## config.mk

```make
export PLATFORM = sky130hd
export DESIGN_NAME = imas_cell
export DESIGN_NICKNAME = d
export VERILOG_FILES = /design/src/design/imas_pkg.sv /design/src/design/imas_cell.sv
export SDC_FILE = /design/constraint.sdc
export NUM_CORES = 1
export LEC_CHECK = 0
export BUFFER_PORTS_ARGS = -buffer_cell sky130_fd_sc_hd__buf_2
export CAP_MARGIN = 10
export CORE_MARGIN = 4
export CORE_UTILIZATION = 41
export DETAILED_ROUTE_END_ITERATION = 12
export GPL_TIMING_DRIVEN = 0
export HOLD_SLACK_MARGIN = 0.06
export PLACE_DENSITY_LB_ADDON = 0.05
export SYNTH_ARGS = -nofsm -noshare
export SYNTH_HDL_FRONTEND = slang
export SYNTH_SLANG_ARGS = --single-unit
```

## constraint.sdc

```tcl
create_clock -name clk -period 0.8 [get_ports clk]
set_input_delay 0.12 -clock clk [delete_from_list [all_inputs] [get_ports clk]]
set_output_delay 0.12 -clock clk [all_outputs]
set_load 0.02 [all_outputs]
```

## src/design/imas_pkg.sv

```systemverilog
// ----------------------------------------------------------------------------
// IMU moving average scaler package
// Shared types, widths and constants of the scaler.
// ----------------------------------------------------------------------------
package imas_pkg;

	localparam int WINDOW_DEF = 20;
	localparam int RAW_W      = 16;
	localparam int N_AXES     = 6;
	localparam int GYRO_W     = 20;
	localparam int GV_W       = 21;
	localparam int OFS_W      = 17;
	localparam int DB_W       = 16;
	localparam int CFG_IDX_W  = 3;
	localparam int GYRO_SCALE = 1000;
	localparam int GYRO_SHIFT = 7;

	localparam logic signed [GV_W-1:0] GYRO_MAX = 21'sd327680;
	localparam logic signed [GV_W-1:0] GYRO_MIN = -21'sd327680;
	localparam logic [DB_W-1:0] YAW_DEADBAND_RST = 16'd1024;

	localparam logic [CFG_IDX_W-1:0] CFG_GYRO_OFFSET_X = 3'd0;
	localparam logic [CFG_IDX_W-1:0] CFG_GYRO_OFFSET_Y = 3'd1;
	localparam logic [CFG_IDX_W-1:0] CFG_GYRO_OFFSET_Z = 3'd2;
	localparam logic [CFG_IDX_W-1:0] CFG_YAW_DEADBAND  = 3'd3;

	// Axes 0 to 2 are accel x, y, z; axes 3 to 5 are gyro x, y, z.
	typedef logic [N_AXES-1:0][RAW_W-1:0] sample_t;
	typedef logic [2:0][RAW_W-1:0] tri_t;

	typedef struct packed {
		logic s2;
		logic s3;
	} lane_en_t;

endpackage

```

## src/design/imas_cell.sv

```systemverilog
// ----------------------------------------------------------------------------
// IMU moving average window cell
// Holds one inertial sample and hands it to the next cell on every item.
// ----------------------------------------------------------------------------
module imas_cell (
	input  logic              clk,
	input  logic              shift,
	input  imas_pkg::sample_t d,
	output imas_pkg::sample_t q
);

	imas_pkg::sample_t smp_q;

	always_ff @(posedge clk) begin
		if (shift) begin
			smp_q <= d;
		end
	end

	assign q = smp_q;

endmodule

```

==> results of run 1 <==
## cell usage after synthesis
cell and count:
edfxtp_1 96
## area by class of cell
type | count | area (µm²) | share of cell area, %
clock buffers | 10 | 128 | 2.30
clock inverters | 6 | 60.1 | 1.08
flip-flops and latches | 96 | 2880 | 51.9
well taps | 96 | 120 | 2.16
repair buffers | 290 | 2360 | 42.5
## power groups by stage
| stage | clock [mW] | combinational, mW | sequential (mW) |
|---|---|---|---|
| after floorplan | 0 | 0 | 6.71 |
| after global placement | 0 | 1.22 | 6.16 |
| after detailed placement | 0 | 1.25 | 6.16 |
| after CTS | 3.06 | 1.74 | 6.08 |
| after global routing | 3.27 | 2.03 | 6.18 |
| final | 2.98 | 1.94 | 6.14 |
## cells by family after synthesis
family | count (synthesis) | share of synthesized area [%]
DFF | 96 | 100
## worst max path at each step
stage,from,endpoint,depth (start not counted)
2_1_floorplan,q[0],q[0],0
3_3_place_gp,shift,q[42],1
3_5_place_dp,shift,q[18],2
4_1_cts,q[11],q[11],1
5_1_grt,q[81],q[81],1
6_report,q[81],q[81],1
## layer usage
metal	global-route usage, %	routed length [µm]	up-vias
li1	-	-	991
met1	19.6	2870	992
met2	35.3	4700	129
met3	7.38	798	22
met4	10.5	280	0
met5	0	0	-
## repair_timing
action | in CTS | in global routing
endpoints found under the hold margin | 96 | 0
endpoints found under the setup margin | 159 | 96
hold buffers | 96 | 0
gates resized for setup | 55 | 75
## metrics by stage
stage                     setup slack (ns)  setup TNS [ns]
after global placement               -1.26         -120.35
after floorplan                      0.231               0
final                               -0.256          -19.12
after CTS                           -0.241          -20.09
after global routing                -0.298          -23.09
after detailed placement            -0.419          -28.89
==> impl_results.md, run 1 <==
* Status: finished, violations left
* Violated checks: setup timing
* Netlist cell types at 1
* Max IR drop VDD at 1.22 mV
* Max FFs per register at 96
* CP max FO at 1
* Top cell type by total area after synthesis: edfxtp_1
* Core Area at 6790 µm²
* Vias in the first global route at 2441
* Die Wd at 91.9 µm
* Via/cell ratio at 4.29
* Synth top area cells: edfxtp_1 100%
* TritonCTS clock tree: built
* Switch share at 23.8%
* Number of remaining DRC errors at 0
* First-pass detailed-route iteration total at 4
* Post-layout util at 81.7%
* Chip Height at 91.9 µm
* Setup CP Type: reg -> out
* Nets@finish at 495
* FF+latch count, synth at 96
* Initial antenna violation count at 0
* Initial core utilization at 42.4%
* Post-DRT Antenna Nets at 0
* Routed wire per std cell at 17.4 µm
* WP data arrival at 0.94 ns
* Hold path depth at 1
* Crit-path slowest cell: edfxtp_1
* Final setup margin at -0.256 ns
* Min-delay src: shift
* Period utilisation layout at 132%
* Data required time of the worst path at 0.68 ns
* Hold WS at 0.170 ns
* Diodes inserted at 0
* Post-route insts no fill at 498
* Area of the multi-input gates at 0 µm²
* Commonest non-fill, non-tap cell in the layout: buf_2
* Max Root-Sink Buffers at 2
* Bufs and invs on worst path at 1
* Yosys top cell area share at 100%
* Mean post-synth cell area at 30.0 µm²
* Starting DRT DRC Count at 60
* Reg power frac at 55.5%
* Area delta synth->final at 92.6%
* P_leak at 2.33 nW
* Nature of the critical path endpoint: primary output
* Sink Count at 96
* Register area share after synthesis at 100%
* Pwr dens at 1990 nW/µm²
* Multi-input gates at 0
* Largest net degree at the start of global routing at 64
* Final setup viols at 96
* Largest delay contributor family on the critical path: flip-flops
* Most frequent cells in the layout: 128 x buf_2, 96 x dlygate4sd3_1, 96 x edfxtp_1
* H-tree depth at 3
* Grt ovf at 0
* Layout cells sized above 1 at 51.5%
* Placement Cell Area at 4000 µm²
* Max_cap viols at 0
* Combinational power share at 17.6%
* Placed Cells incl. Taps at 386
* CP max stage delay at 0.43 ns
* RSZ-0062 raised after global routing: yes
* Syn nets at 194
* Routability congestion estimate at 0.684
* Postcts setup bufs at 0
* Slew HR at 77.6%
* WL final at 8640 µm
* Post-Synthesis Cell Area at 2880 µm²
* Slew Limit Fails at 0
* Gr usage total at 19.7%
* # rows at 30
* Fill cells at 356
* Int Power at 8.43 mW
* Buffers on Ports at 193
* Global-route wire length before repair at 12400 µm
* Io pins at 194
* CTS Buf Count at 9
* Total die area at 8440 µm²
* Critical path, cell by cell: buf_6
* Syn Inst Count at 96
* Final instance area at 5550 µm²
* Routed vias at 2134
* Hold Crit Class: in -> reg
* Startpoint types: register
* Fin crit period at 1.06 ns
* Worst-path clk slew at 0.09 ns
* Tot Pwr at 11.1 mW
* Final Hold Fails at 0
* Clk pwr share at 27.0%
* Net switching power at 2.63 mW
* F_max at 947 MHz
* Syn. warnings at 0
* Hold Path Sink: q[81]
* Root Buffer: clkbuf_8
* Worst slew pin tran at 0.336 ns
No activity file was read; power rests on OpenSTA's default activity.
==> run 2: changes to the inputs <==
--- a/config.mk
+++ b/config.mk
@@ -5,7 +5,7 @@
 export SDC_FILE = /design/constraint.sdc
 export NUM_CORES = 1
 export LEC_CHECK = 0
-export BUFFER_PORTS_ARGS = -buffer_cell sky130_fd_sc_hd__buf_2
+export BUFFER_PORTS_ARGS = -buffer_cell sky130_fd_sc_hd__buf_4
 export CAP_MARGIN = 10
 export CORE_MARGIN = 4
 export CORE_UTILIZATION = 41
==> impl_results.md, run 2 (synthesized netlist as in run 1, its figures left out) <==
* CP max stage delay at 0.42 ns
* Period utilisation layout at 130%
* Max Root-Sink Buffers at 2
* Status: finished, violations left
* Total die area at 8440 µm²
* Die Wd at 91.9 µm
* Layout cells sized above 1 at 51.4%
* RSZ-0062 raised after global routing: yes
* Nature of the critical path endpoint: primary output
* Final setup viols at 96
* Post-DRT Antenna Nets at 0
* F_max at 963 MHz
* Final Hold Fails at 0
* Commonest non-fill, non-tap cell in the layout: buf_4
* Number of remaining DRC errors at 0
* WL final at 9330 µm
* Switch share at 23.4%
* First-pass detailed-route iteration total at 4
* Buffers on Ports at 193
* Max_cap viols at 0
* Global-route wire length before repair at 13400 µm
* Critical path, cell by cell: buf_6
* Hold Crit Class: in -> reg
* Pwr dens at 1910 nW/µm²
* Vias in the first global route at 2451
* Most frequent cells in the layout: 97 x buf_4, 96 x dlygate4sd3_1, 96 x edfxtp_1
* CTS Buf Count at 9
* TritonCTS clock tree: built
* Core Area at 6790 µm²
* Final instance area at 5960 µm²
* Initial antenna violation count at 0
* Via/cell ratio at 4.30
* Chip Height at 91.9 µm
* Nets@finish at 494
* Gr usage total at 21.7%
* Crit-path slowest cell: edfxtp_1
* Io pins at 194
* Bufs and invs on worst path at 1
* Fin crit period at 1.04 ns
* Setup CP Type: reg -> out
* Multi-input gates at 0
* Max IR drop VDD at 1.25 mV
* Largest delay contributor family on the critical path: flip-flops
* Worst slew pin tran at 0.766 ns
* P_leak at 2.48 nW
* # rows at 30
* Final setup margin at -0.238 ns
* Net switching power at 2.66 mW
* Min-delay src: shift
* Root Buffer: clkbuf_8
* Routed vias at 2139
* Fill cells at 272
* H-tree depth at 3
* Sink Count at 96
* Clk pwr share at 26.0%
* Max FFs per register at 96
* Grt ovf at 0
* Initial core utilization at 42.4%
* Reg power frac at 54.4%
* Worst-path clk slew at 0.09 ns
* Area of the multi-input gates at 0 µm²
* Starting DRT DRC Count at 65
* Diodes inserted at 0
* Routability congestion estimate at 0.700
* CP max FO at 1
* Largest net degree at the start of global routing at 97
* Violated checks: setup timing
* Hold Path Sink: q[4]
* Hold path depth at 1
* Routed wire per std cell at 18.8 µm
* Hold WS at 0.423 ns
* Data required time of the worst path at 0.68 ns
* Slew Limit Fails at 0
* Area delta synth->final at 107%
* Placement Cell Area at 4450 µm²
* Slew HR at 49.0%
* Combinational power share at 19.6%
* Post-layout util at 87.7%
* Int Power at 8.71 mW
* WP data arrival at 0.92 ns
* Startpoint types: register
* FF+latch area at 2880 µm²
## run 2: cell count changes in the layout (fill, tap and decap cells not counted)
cell        delta
buf_4         +97
buf_16         -1
clkinv_1       -2
clkbuf_8       +1
clkbuf_1       +2
buf_6         +30
clkinv_2       +3
clkinvlp_4     -3
buf_2        -128
## run 2: how the worst max path moves through the flow
stage	start	end	slack, ns	cells after the start
after CTS	q[62]	q[62]	-0.24	1
after floorplan	q[0]	q[0]	0.23	0
final	q[32]	q[32]	-0.24	1
after detailed placement	shift	q[27]	-0.62	1
after global placement	shift	q[42]	-0.61	1
after global routing	q[83]	q[83]	-0.28	1
## run 2: metrics by stage
step	total power, mW	setup slack (ns)	TNS [ns]	instances
global placement	7.74	-0.608	-57.82	385
CTS	11.3	-0.241	-20.30	497
floorplan	6.71	0.231	0	96
detailed placement	7.76	-0.618	-58.72	385
finish	11.4	-0.238	-19.58	497
global route	11.8	-0.280	-23.35	497
## run 2: final cells by class
class	instances	share of cell area, %
Clock buffer	12	2.27
Clock inverter	4	0.756
Sequential cell	96	48.4
Tap cell	96	2.02
Timing Repair Buffer	289	46.6
## run 2: timing repair
item | 4_1_cts | 5_1_grt
hold buffers | 96 | 0
resized for setup | 87 | 10
setup endpoints to repair | 192 | 192
buffers inserted | 0 | 0
endpoints found under the hold margin | 96 | 0
## run 2: power by group through the flow
stage / Clock, mW / Combinational, mW / Sequential (mW)
2_1_floorplan: 0 / 0 / 6.71
5_1_grt: 3.25 / 2.31 / 6.22
4_1_cts: 3.02 / 2.17 / 6.15
3_5_place_dp: 0 / 1.57 / 6.19
3_3_place_gp: 0 / 1.56 / 6.18
6_report: 2.96 / 2.22 / 6.18
## run 2: per-layer routing
metal  part of all wire [%]  track usage [%]  up-vias
li1                       -                -      987
met3                    8.3             6.48       23
met4                    3.3             10.4        0
met2                     56             39.5      124
met1                     33             22.7     1005
met5                      0                0        -
==> run 3: changes to the inputs <==
==> constraint.sdc (replaced) <==
create_clock -name clk -period 1.09 [get_ports clk]
set_input_delay 0.1635 -clock clk [delete_from_list [all_inputs] [get_ports clk]]
set_output_delay 0.1635 -clock clk [all_outputs]
set_load 0.02 [all_outputs]
==> impl_results.md, run 3 (synthesized netlist as in run 1, its figures left out) <==
* Startpoint types: register
* Layout cells sized above 1 at 51.4%
* Nets@finish at 494
* Routed wire per std cell at 17.6 µm
* Gr usage total at 19.7%
* Pwr dens at 1430 nW/µm²
* Postcts setup bufs at 0
* Largest delay contributor family on the critical path: flip-flops
* Reg power frac at 54.5%
* First-pass detailed-route iteration total at 4
* Routed vias at 2140
* Hold Crit Class: in -> reg
* Setup CP Type: reg -> out
* Fill cells at 305
* Worst-path clk slew at 0.09 ns
* Largest net degree at the start of global routing at 97
* Final Hold Fails at 0
* WP data arrival at 0.94 ns
* Global-route wire length before repair at 12300 µm
* Area of the multi-input gates at 0 µm²
* Switch share at 23.6%
* Chip Height at 91.9 µm
* Max IR drop VDD at 1.00 mV
* Final setup margin at -0.0107 ns
* Slew Limit Fails at 0
* RSZ-0062 raised after global routing: yes
* Nature of the critical path endpoint: primary output
* Post-route insts no fill at 497
* Crit-path slowest cell: edfxtp_1
* Routability congestion estimate at 0.700
* Data required time of the worst path at 0.93 ns
* Root Buffer: clkbuf_8
* Commonest non-fill, non-tap cell in the layout: buf_4
* CP max stage delay at 0.43 ns
* Diodes inserted at 0
* Fin crit period at 1.10 ns
* Combinational power share at 18.7%
* Total die area at 8440 µm²
* Die Wd at 91.9 µm
* Initial antenna violation count at 0
* Net switching power at 1.94 mW
* Grt ovf at 0
* Area delta synth->final at 101%
* Max FFs per register at 96
* Slew HR at 43.0%
* Max Root-Sink Buffers at 2
* FF+latch area at 2880 µm²
* Buffers on Ports at 193
* Status: finished, violations left
* H-tree depth at 3
* Sink Count at 96
* Post-DRT Antenna Nets at 0
* Hold WS at 0.380 ns
* Core Area at 6790 µm²
* Vias in the first global route at 2315
* CP max FO at 1
* Min-delay src: shift
* Multi-input gates at 0
* Violated checks: setup timing
* TritonCTS clock tree: built
* Initial core utilization at 42.4%
* WL final at 8730 µm
* Io pins at 194
* Most frequent cells in the layout: 143 x buf_4, 96 x dlygate4sd3_1, 96 x edfxtp_1
* Int Power at 6.31 mW
* Max_cap viols at 0
* P_leak at 2.42 nW
* CTS Buf Count at 9
* Setup TNS at -0.0189 ns
* Clk pwr share at 26.8%
* Via/cell ratio at 4.31
* Worst slew pin tran at 0.855 ns
* CP startpoint: q[13]
* Critical path, cell by cell: buf_6
* F_max at 908 MHz
* Number of remaining DRC errors at 0
* Final setup viols at 2
* Starting DRT DRC Count at 72
* Placed Cells incl. Taps at 385
* Bufs and invs on worst path at 1
* # rows at 30
* Period utilisation layout at 101%
## run 3: changes by cell type in the layout (fill, tap and decap cells not counted)
cell      before  now
buf_4         97  143
buf_6         95   50
clkbuf_8      10    9
## run 3: stage by stage
stage	instance area [µm²]	util, %	total power [mW]	setup WS [ns]
after detailed placement	4450	65.5	5.70	-0.371
after CTS	5590	82.3	8.11	0.00196
after floorplan	2880	-	4.93	0.477
after global placement	4450	65.5	5.68	-0.361
after global routing	5780	85.1	8.56	-0.0625
final	5780	85.1	8.25	-0.0107
## run 3: final cells by class
class	count	area share, %
clock inverter	4	0.779
timing repair buffer	289	44.9
sequential	96	49.9
clock buffer	12	2.34
tap	96	2.08
## run 3: worst paths after layout
path	endpoint	slack, ns	cells past startpoint
max	q[13]	-0.01	1
min	q[15]	0.38	1
## run 3: power by group through the flow
stage                     Sequential (mW)  Combinational, mW  Clock, mW
final                                4.50               1.54       2.21
after global routing                 4.53               1.61       2.42
after CTS                            4.46               1.44       2.21
after detailed placement             4.54               1.15          0
after global placement               4.53               1.15          0
after floorplan                      4.93                  0          0
## run 3: per-layer routing
layer / global-route usage [%] / routed length (µm) / vias up
met1: 20.2 / 2840 / 1020
met5: 0 / 0 / -
met3: 6.89 / 857 / 14
met2: 35.9 / 4850 / 116
li1: - / - / 990
met4: 8.54 / 179 / 0
## run 3: timing repair
action                                  CTS  global route
hold buffers                             96             0
hold endpoints to repair                 96             0
endpoints found under the setup margin    0           146
gates resized for setup                   0            50
