## src/design/imas_pkg.sv

```systemverilog
// ----------------------------------------------------------------------------
// IMU moving average scaler package
// Shared types, widths and constants of the scaler.
// ----------------------------------------------------------------------------
package imas_pkg;

	localparam int WINDOW_DEF = 20;
	localparam int RAW_W      = 16;
	localparam int N_AXES     = 6;
	localparam int GYRO_W     = 20;
	localparam int GV_W       = 21;
	localparam int OFS_W      = 17;
	localparam int DB_W       = 16;
	localparam int CFG_IDX_W  = 3;
	localparam int GYRO_SCALE = 1000;
	localparam int GYRO_SHIFT = 7;

	localparam logic signed [GV_W-1:0] GYRO_MAX = 21'sd327680;
	localparam logic signed [GV_W-1:0] GYRO_MIN = -21'sd327680;
	localparam logic [DB_W-1:0] YAW_DEADBAND_RST = 16'd1024;

	localparam logic [CFG_IDX_W-1:0] CFG_GYRO_OFFSET_X = 3'd0;
	localparam logic [CFG_IDX_W-1:0] CFG_GYRO_OFFSET_Y = 3'd1;
	localparam logic [CFG_IDX_W-1:0] CFG_GYRO_OFFSET_Z = 3'd2;
	localparam logic [CFG_IDX_W-1:0] CFG_YAW_DEADBAND  = 3'd3;

	// Axes 0 to 2 are accel x, y, z; axes 3 to 5 are gyro x, y, z.
	typedef logic [N_AXES-1:0][RAW_W-1:0] sample_t;
	typedef logic [2:0][RAW_W-1:0] tri_t;

	typedef struct packed {
		logic s2;
		logic s3;
	} lane_en_t;

endpackage

```

## src/design/imas_div_lane.sv

```systemverilog
// ----------------------------------------------------------------------------
// IMU moving average divide lane
// Divides one running sum by the window length through an exact reciprocal
// multiply and selects the raw sample while the window is still filling.
// ----------------------------------------------------------------------------
module imas_div_lane #(
	parameter int WINDOW = imas_pkg::WINDOW_DEF,
	parameter int SUM_W  = imas_pkg::RAW_W + $clog2(imas_pkg::WINDOW_DEF)
) (
	input  logic                         clk,
	input  imas_pkg::lane_en_t           en,
	input  logic signed [SUM_W-1:0]      sum_s1,
	input  logic [imas_pkg::RAW_W-1:0]   raw_s1,
	input  logic                         full_s1,
	output logic [imas_pkg::RAW_W-1:0]   avg_s3
);

	localparam int L      = $clog2(WINDOW);
	localparam int K      = SUM_W + L;
	localparam int M_W    = SUM_W + 1;
	localparam int PROD_W = 2 * SUM_W + 1;
	localparam int Q_W    = imas_pkg::RAW_W + 1;
	localparam longint RECIP = ((longint'(1) << K) + WINDOW - 1) / WINDOW;
	localparam logic [M_W-1:0] RECIP_M = M_W'(RECIP);

	logic [SUM_W-1:0]           mag;
	logic [PROD_W-1:0]          prod_s2;
	logic                       neg_s2;
	logic                       full_s2;
	logic [imas_pkg::RAW_W-1:0] raw_s2;
	logic [Q_W-1:0]             quo;
	logic [Q_W-1:0]             quo_neg;
	logic [imas_pkg::RAW_W-1:0] val_s3;

	assign mag = sum_s1[SUM_W-1] ? SUM_W'(-sum_s1) : SUM_W'(sum_s1);

	always_ff @(posedge clk) begin
		if (en.s2) begin
			prod_s2 <= PROD_W'(mag) * PROD_W'(RECIP_M);
			neg_s2  <= sum_s1[SUM_W-1];
			full_s2 <= full_s1;
			raw_s2  <= raw_s1;
		end
	end

	assign quo     = prod_s2[K +: Q_W];
	assign quo_neg = -quo;

	always_ff @(posedge clk) begin
		if (en.s3) begin
			if (!full_s2) begin
				val_s3 <= raw_s2;
			end else if (neg_s2) begin
				val_s3 <= quo_neg[imas_pkg::RAW_W-1:0];
			end else begin
				val_s3 <= quo[imas_pkg::RAW_W-1:0];
			end
		end
	end

	assign avg_s3 = val_s3;

endmodule

```

## config.mk

```make
export PLATFORM = sky130hd
export DESIGN_NAME = imas_div_lane
export DESIGN_NICKNAME = d
export VERILOG_FILES = /design/src/design/imas_pkg.sv /design/src/design/imas_div_lane.sv
export SDC_FILE = /design/constraint.sdc
export NUM_CORES = 1
export LEC_CHECK = 0
export ABC_CLOCK_PERIOD_IN_PS = 22000
export BUFFER_PORTS_ARGS = -buffer_cell sky130_fd_sc_hd__buf_2
export CORE_AREA = 2 2 127 129
export DETAILED_ROUTE_END_ITERATION = 10
export DIE_AREA = 0 0 129 131
export GPL_TIMING_DRIVEN = 0
export MAX_ROUTING_LAYER = met4
export PLACE_DENSITY_LB_ADDON = 0.2
export SLEW_MARGIN = 20
export SYNTH_ARGS = -nofsm -noshare
export SYNTH_HDL_FRONTEND = slang
export SYNTH_SLANG_ARGS = --single-unit
```

## constraint.sdc

```tcl
create_clock -name clk -period 22 [get_ports clk]
set_input_delay 4.4 -clock clk [delete_from_list [all_inputs] [get_ports clk]]
set_output_delay 4.4 -clock clk [all_outputs]
set_load 0.03 [all_outputs]
```

==> metrics.md, run 1 <==
| Metric | Value |
|---|---|
| Nets | 1393 |
| Remaining antenna violation count | 0 |
| Final Hold Viols | 0 |
| Share of post-route cells with drive strength above 1 | 7.63% |
| Vias | 6649 |
| Post-CTS sizing | 0 |
| Unique masters post-synth | 53 |
| Clock Skew | around 0.0034 ns |
| Post-DP HPWL | around 18000 µm |
| Post-CTS Hold Fix Bufs | 0 |
| CTS max path bufs | 2 |
| Synth Register Bits | 50 |
| RePlAce Congestion | 0.973 |
| Mapped Nets | 1332 |
| Row count | 46 |
| Layout area overhead | 7.42% |
| Crit path required time | 22.04 ns |
| Min-delay worst type | reg2reg |
| Initial Util | between 60% and 70% |
| Top_reg_cell synth | edfxtp_1 |
| Max Slew Vio Count | 0 |
| Clk_lat worst skew | 0.28 ns |
| Register area | 1500 µm² |
| Worst setup path category | in2reg |
| Cells after Synth | 947 |
| Vias in the first global route | ~6600 |
| H-tree lvl count | 2 |
| Initial antenna violation count | 0 |
| TritonRoute pass-1 iters | 5 |
| Setup violators final | 0 |
| Cell count after placement | 1217 |
| Async S/R FF share, synth | 0% |
| Die Span X | around 130 µm |
| Synth Warn # | 0 |
| Largest net degree at the start of global routing | 35 |
| Crit path launch type | input port |
| Post-layout util | just under 70% |
| Worst-Margin Slew | between 0.9 and 1 ns |
| Outcome | finished clean |
| Multi-input gate area | 7390 µm² |
| Root Buffer | clkbuf_16 |
| WL final | about 21000 µm |
| Syn_area_per_cell | 10.4 µm² |
| PortBufs | 54 |
| Sink Count | 50 |
| Core area | 15600 µm² |
| Post-route clock period utilization | roughly three fifths |
| Die height | ~130 µm |
| Setup TNS | 0 ns |
| Unrepaired setup endpoints after global routing | no |
| Setup crit end kind | flop |
| Routed vias/inst | 5.43 |
| First-pass GRT wire length | roughly 33000 µm |
| Clock-pin slew on the worst setup and hold paths | ~0.060 ns |
| Filler Cells Inserted | 1213 |
| Number of synthesized flops with an enable pin | 50 |
| Synth Cell Area | about 10000 µm² |
| CTS tree | built |
| # IOs | 57 |
| Detailed-route DRC error count | 0 |
| Max cap viols | 0 |
| DRT iter0 DRCs | 383 |
| Register area share after synthesis | about 15% |
| GRT overflow | 0 |
| Die Area | 16900 µm² |
| Fmax | 74.9 MHz |
| DR WL/cell | 17.2 µm |
| Worst EP arrival | 13.39 ns |
| Post-route minimum period | 13.36 ns |
| CP max FO | 5 |
| Postcts setup bufs | 0 |
| Tot GR Track Use | between 20% and 30% |
| Cell Count, Final, Fillers Out | roughly 1200 |
| Total CTS buffers | 5 |
| Rel. slew slack | about a third |
| N_diodes | 0 |
per-stage QoR:
step	area [µm²]	setup slack, ns	hold WS [ns]
CTS	10600	8.65	0.557
floorplan	9830	10.08	0.525
detailed placement	10400	8.44	0.539
finish	10600	8.64	0.556
global placement	10400	8.51	0.531
global route	10600	8.19	0.573
logic make-up after synthesis:
group                    after synthesis  synth area share (%)
adder cells (fa/ha/maj)              344                  54.3
buffers and inverters                250                  9.55
AO/OA/AOI/OAI                        115                  7.66
AND/OR/NAND/NOR                      101                  5.26
XOR/XNOR                              79                  7.12
flip-flops                            50                  15.3
multiplexers                           8                 0.891
worst max-delay path, cell delays in order:
cell      delay (ns)
buf_2           0.13
or4_4           0.55
nor3_2          0.14
nand2_1         0.09
o41ai_1         0.47
nor3b_1         0.41
a21boi_0        0.18
xnor2_1         0.66
inv_1           0.25
ha_1            0.49
ha_1            0.33
inv_1           0.05
fa_1            0.49
inv_1           0.05
fa_1            0.47
fa_1            0.55
inv_1           0.05
fa_1            0.56
inv_1           0.05
ha_1            0.29
ha_1            0.37
or3_1           0.39
o211ai_1        0.15
nand3b_1        0.12
o21ai_0         0.78
o21ai_1         0.34
a311o_1         0.43
xnor2_1         0.14
path summary, 6_finish.rpt:
kind | from | to | slack (ns) | cells after the start
max | sum_s1[2] | prod_s2[41] | 8.64 | 28
min reg2reg | raw_s2[13] | avg_s3[13] | 0.56 | 1
max reg2reg | prod_s2[34] | avg_s3[13] | 19.72 | 5
min | raw_s2[13] | avg_s3[13] | 0.56 | 1
synthesized netlist by cell type, drive strengths merged (2+ instances only):
library cell | n | share of area, %
mux2 | 6 | 0.69
a21boi | 4 | 0.31
or4 | 5 | 0.46
inv | 241 | 9.2
nor4 | 2 | 0.13
nor2b | 7 | 0.45
o21ai | 16 | 0.81
a22oi | 2 | 0.15
o21bai | 4 | 0.31
o31ai | 6 | 0.46
o21a | 4 | 0.31
nand3 | 5 | 0.25
clkbuf | 9 | 0.34
nor3 | 9 | 0.51
nor2 | 28 | 1.1
a21oi | 41 | 2.1
xnor2 | 45 | 4.0
a31oi | 4 | 0.25
fa | 137 | 28
a21o | 14 | 1.1
nand3b | 2 | 0.15
nand2 | 24 | 0.92
and2 | 3 | 0.19
or3 | 2 | 0.18
edfxtp | 50 | 15
ha | 207 | 26
o41ai | 7 | 0.70
nand4 | 6 | 0.38
o211ai | 3 | 0.23
or2 | 3 | 0.19
mux2i | 2 | 0.20
o31a | 2 | 0.18
xor2 | 34 | 3.1
layer usage:
layer / track usage, % / vias to the layer above / wire length (µm)
met4: 3.20 / 0 / 142
met1: 38.7 / 3256 / 9940
met3: 4.11 / 16 / 1190
met5: - / - / 0
li1: - / 3208 / -
met2: 42.1 / 169 / 9810
layout by cell type, fill, tap and decap left out, types with 6 or more instances in the layout:
| cell type | netlist | routed |
|---|---|---|
| o41ai_1 | 6 | 6 |
| fa_1 | 137 | 137 |
| clkbuf_1 | 9 | 9 |
| buf_2 | 0 | 54 |
| a21o_1 | 14 | 14 |
| inv_1 | 241 | 241 |
| ha_1 | 207 | 207 |
| nand4_1 | 6 | 6 |
| o21ai_0 | 15 | 15 |
| o31ai_1 | 6 | 6 |
| xnor2_1 | 45 | 45 |
| xor2_1 | 33 | 33 |
| nand2_1 | 24 | 24 |
| mux2_2 | 6 | 6 |
| a21oi_1 | 40 | 40 |
| nor2b_1 | 7 | 7 |
| nor2_1 | 28 | 28 |
| nor3_1 | 8 | 8 |
| edfxtp_1 | 50 | 50 |
cell type report:
class                   instances  area share, %
multi-input cells             647           70.0
flip-flops and latches         50           14.2
inverters                     241           8.57
repair buffers                 54           2.56
well taps                     216           2.56
clock buffers                   5           1.18
clock inverters                 3          0.604
plain buffers                   9          0.320
registers in the layout (all words and copies together), names as in the netlist:
signal and cells:
avg_s3 16, full_s2 1, prod_s2 16, neg_s2 1, raw_s2 16
Power of run 1 is not shown: default switching activity piles up to over one toggle a cycle in this logic, so the estimate is an artifact.
==> inputs of run 2 (changes only) <==
- ABC_AREA: unset -> 1
- ABC_CLOCK_PERIOD_IN_PS: 22000 -> 11900
- CORE_AREA: 2 2 127 129 -> 2 2 142 144
- DIE_AREA: 0 0 129 131 -> 0 0 144 146
- clock period: 22 -> 11.9 ns (I/O delays scaled with it)
==> run 2 against run 1 <==
  * Design area rose by 14%
  * Non-clock buffer count unchanged
  * Synthesized cell count grew 44%
  * Clock skew increased by 0.0042 ns
  * Sequential share of layout area down 1.8 points
  * Wire length is 31% higher
  * Cell count grew 38%
  * Flip-flop and latch count did not move
  * Register-to-register slack got worse by 9.7 ns
  * Largest cell class unchanged
  * Highest routed layer unchanged
==> metrics.md, run 2 <==
| Metric | Value |
|---|---|
| H-tree lvl count | 2 |
| Initial Util | about three fifths |
| Crit path required time | 11.95 ns |
| TritonRoute pass-1 iters | 5 |
| Tot GR Track Use | 28.8% |
| Final Hold Viols | 0 |
| Post-route clock period utilization | between 70% and 80% |
| Cell Count, Final, Fillers Out | 1695 |
| Share of the synthesized area in the top cell type | 24.3% |
| Min-delay worst type | reg2reg |
| Post-synthesis compound-gate area fraction | 5.18% |
| Xor/xnor cell area share of the yosys netlist | 4.73% |
| CTS max path bufs | 2 |
| Simple-gate portion of the synthesized area | around 17% |
| Die Area | between 20000 and 25000 µm² |
| Sink Count | 50 |
| Commonest non-fill, non-tap cell in the layout | inv_1 |
| Top cells by instance count after synthesis | 343 x inv_1, 254 x nand2_1, 207 x ha_1 |
| WL final | 27600 µm |
| Setup crit end kind | flop |
| Share of post-route cells with drive strength above 1 | 8.39% |
| Vias | 8813 |
| RePlAce Congestion | approximately 0.98 |
| Outcome | finished clean |
| Nets | 1814 |
| Critical hold path startpoint | raw_s2[13] |
| Row count | 51 |
| Most frequent cells in the layout | 343 x inv_1, 254 x nand2_1, 207 x ha_1 |
| Post-CTS Hold Fix Bufs | 0 |
| Unique masters post-synth | 45 |
| Vias in the first global route | 9172 |
| Top_reg_cell synth | edfxtp_1 |
| Die height | 146 µm |
| Total CTS buffers | 5 |
| Rel. slew slack | 45.8% |
| Worst R2R Path Depth | 10 |
| Number of synthesized flops with an enable pin | 50 |
| Synth Register Bits | 50 |
| Fmax | 108 MHz |
| Syn_area_per_cell | 8.26 µm² |
| N_diodes | 0 |
| Clk_lat worst skew | 0.29 ns |
| Post-layout util | 62.4% |
| Most frequent cell after synthesis | inv_1 |
| CP max FO | 7 |
| Async S/R FF share, synth | 0% |
| GRT overflow | 0 |
| Hold depth | 2 |
| Remaining antenna violation count | 0 |
| Setup violators final | 0 |
| Post-DP HPWL | about 25000 µm |
| Synth Area in Adders | 47.2% |
| Post-CTS sizing | 0 |
| Postcts setup bufs | 0 |
| DRT iter0 DRCs | 540 |
| Synth Warn # | 0 |
| CP Launch Point | sum_s1[0] |
| PortBufs | between 50 and 60 |
| Synth area leader | fa_1 |
| Routed vias/inst | 5.20 |
| Detailed-route DRC error count | 0 |
| Worst EP arrival | 9.35 ns |
| Post-synthesis mux area share | 0% |
| Worst-Margin Slew | 0.812 ns |
| Max cap viols | 0 |
| # IOs | 57 |
| First-pass GRT wire length | 45500 µm |
| Largest family of logic cells by synthesized area | adder cells |
| Largest net degree at the start of global routing | 35 |
| Clock Skew | 0.00769 ns |
| Crit path launch type | input port |
| DR WL/cell | about 16 µm |
| Synth Cell Area | 11300 µm² |
| R2R Path Start | prod_s2[26] |
| Root Buffer | clkbuf_16 |
| Clock-pin slew on the worst setup and hold paths | 0.07 ns |
| Cells after Synth | 1366 |
| Die Span X | 144 µm |
| Register area share after synthesis | 13.3% |
| Setup TNS | 0 ns |
| Top cells by area, synth | fa_1 24%, ha_1 23%, edfxtp_1 13%, inv_1 11%, nand2_1 8.4% |
| CTS tree | built |
| Max Slew Vio Count | 0 |
| Layout area overhead | 6.91% |
| Core area | 19300 µm² |
| Filler Cells Inserted | 1717 |
| Mapped Nets | 1751 |
| Cell count after placement | 1687 |
| Post-route minimum period | 9.30 ns |
| Initial antenna violation count | 0 |
| Worst setup path category | in2reg |
| Unrepaired setup endpoints after global routing | no |
-- run 2: cell count changes in the layout (fill, tap and decap cells not counted), moves of 12 or more --
| cell | before | now |
|---|---|---|
| nand3_1 | 5 | 52 |
| inv_2 | 0 | 18 |
| nand2_1 | 24 | 254 |
| o21ai_0 | 15 | 35 |
| xnor2_1 | 45 | 6 |
| nand2_2 | 0 | 12 |
| inv_1 | 241 | 343 |
| nor2_1 | 28 | 84 |
-- run 2: kinds of logic after synthesis --
family	Yosys count
fa+ha+maj	344
flops	50
compound gates	100
simple gates	451
xor+xnor	52
buf+inv	369
-- run 2: through the flow --
stage                     instance area (µm²)  worst slack (ns)  hold slack (ns)
after CTS                               12100              2.65            0.523
after global routing                    12100              2.25            0.550
after floorplan                         11300              3.75            0.495
after global placement                  11900              2.49            0.507
after detailed placement                11900              2.38            0.507
final                                   12100              2.60            0.520
-- run 2: worst paths after layout --
path | end | slack (ns)
min reg2reg | avg_s3[13] | 0.52
max reg2reg | avg_s3[14] | 10.03
min | avg_s3[13] | 0.52
max | prod_s2[39] | 2.60
-- run 2: final cells by class --
cell class | instances | area (µm²) | share of cell area (%)
multi-input combinational | 947 | 8390 | 69.5
inverter | 362 | 1360 | 11.3
sequential | 50 | 1500 | 12.4
clock buffer | 5 | 125 | 1.04
buffer | 7 | 36.3 | 0.301
tap | 265 | 332 | 2.75
timing repair buffer | 56 | 280 | 2.32
clock inverter | 3 | 42.5 | 0.353
-- run 2: layer usage --
| metal | wire [µm] | global-route usage (%) | up-vias |
|---|---|---|---|
| met4 | 709 | 6.57 | 0 |
| met1 | 12300 | 38.6 | 4129 |
| met5 | 0 | - | - |
| met3 | 1980 | 4.90 | 46 |
| li1 | - | - | 4361 |
| met2 | 12600 | 46.0 | 277 |
-- run 2: critical path, stage by stage --
cell and delay, ns:
buf_2 0.18, inv_2 0.09, ha_1 0.27, nand3_2 0.14
nor2_4 0.22, nand3_1 0.18, nand2_1 0.11, xor2_1 0.53
inv_1 0.15, ha_1 0.53, ha_1 0.33, fa_1 0.56
inv_1 0.06, fa_1 0.53, inv_1 0.06, fa_1 0.53
inv_1 0.05, fa_1 0.52, inv_1 0.06, ha_1 0.30
ha_1 0.39, nand2_1 0.15, nor2_1 0.24, nand2_1 0.14
nor2_1 0.17, nand4_1 0.23, nand4_1 0.17, nand2_1 0.06
Power of run 2 is left out for the same reason.
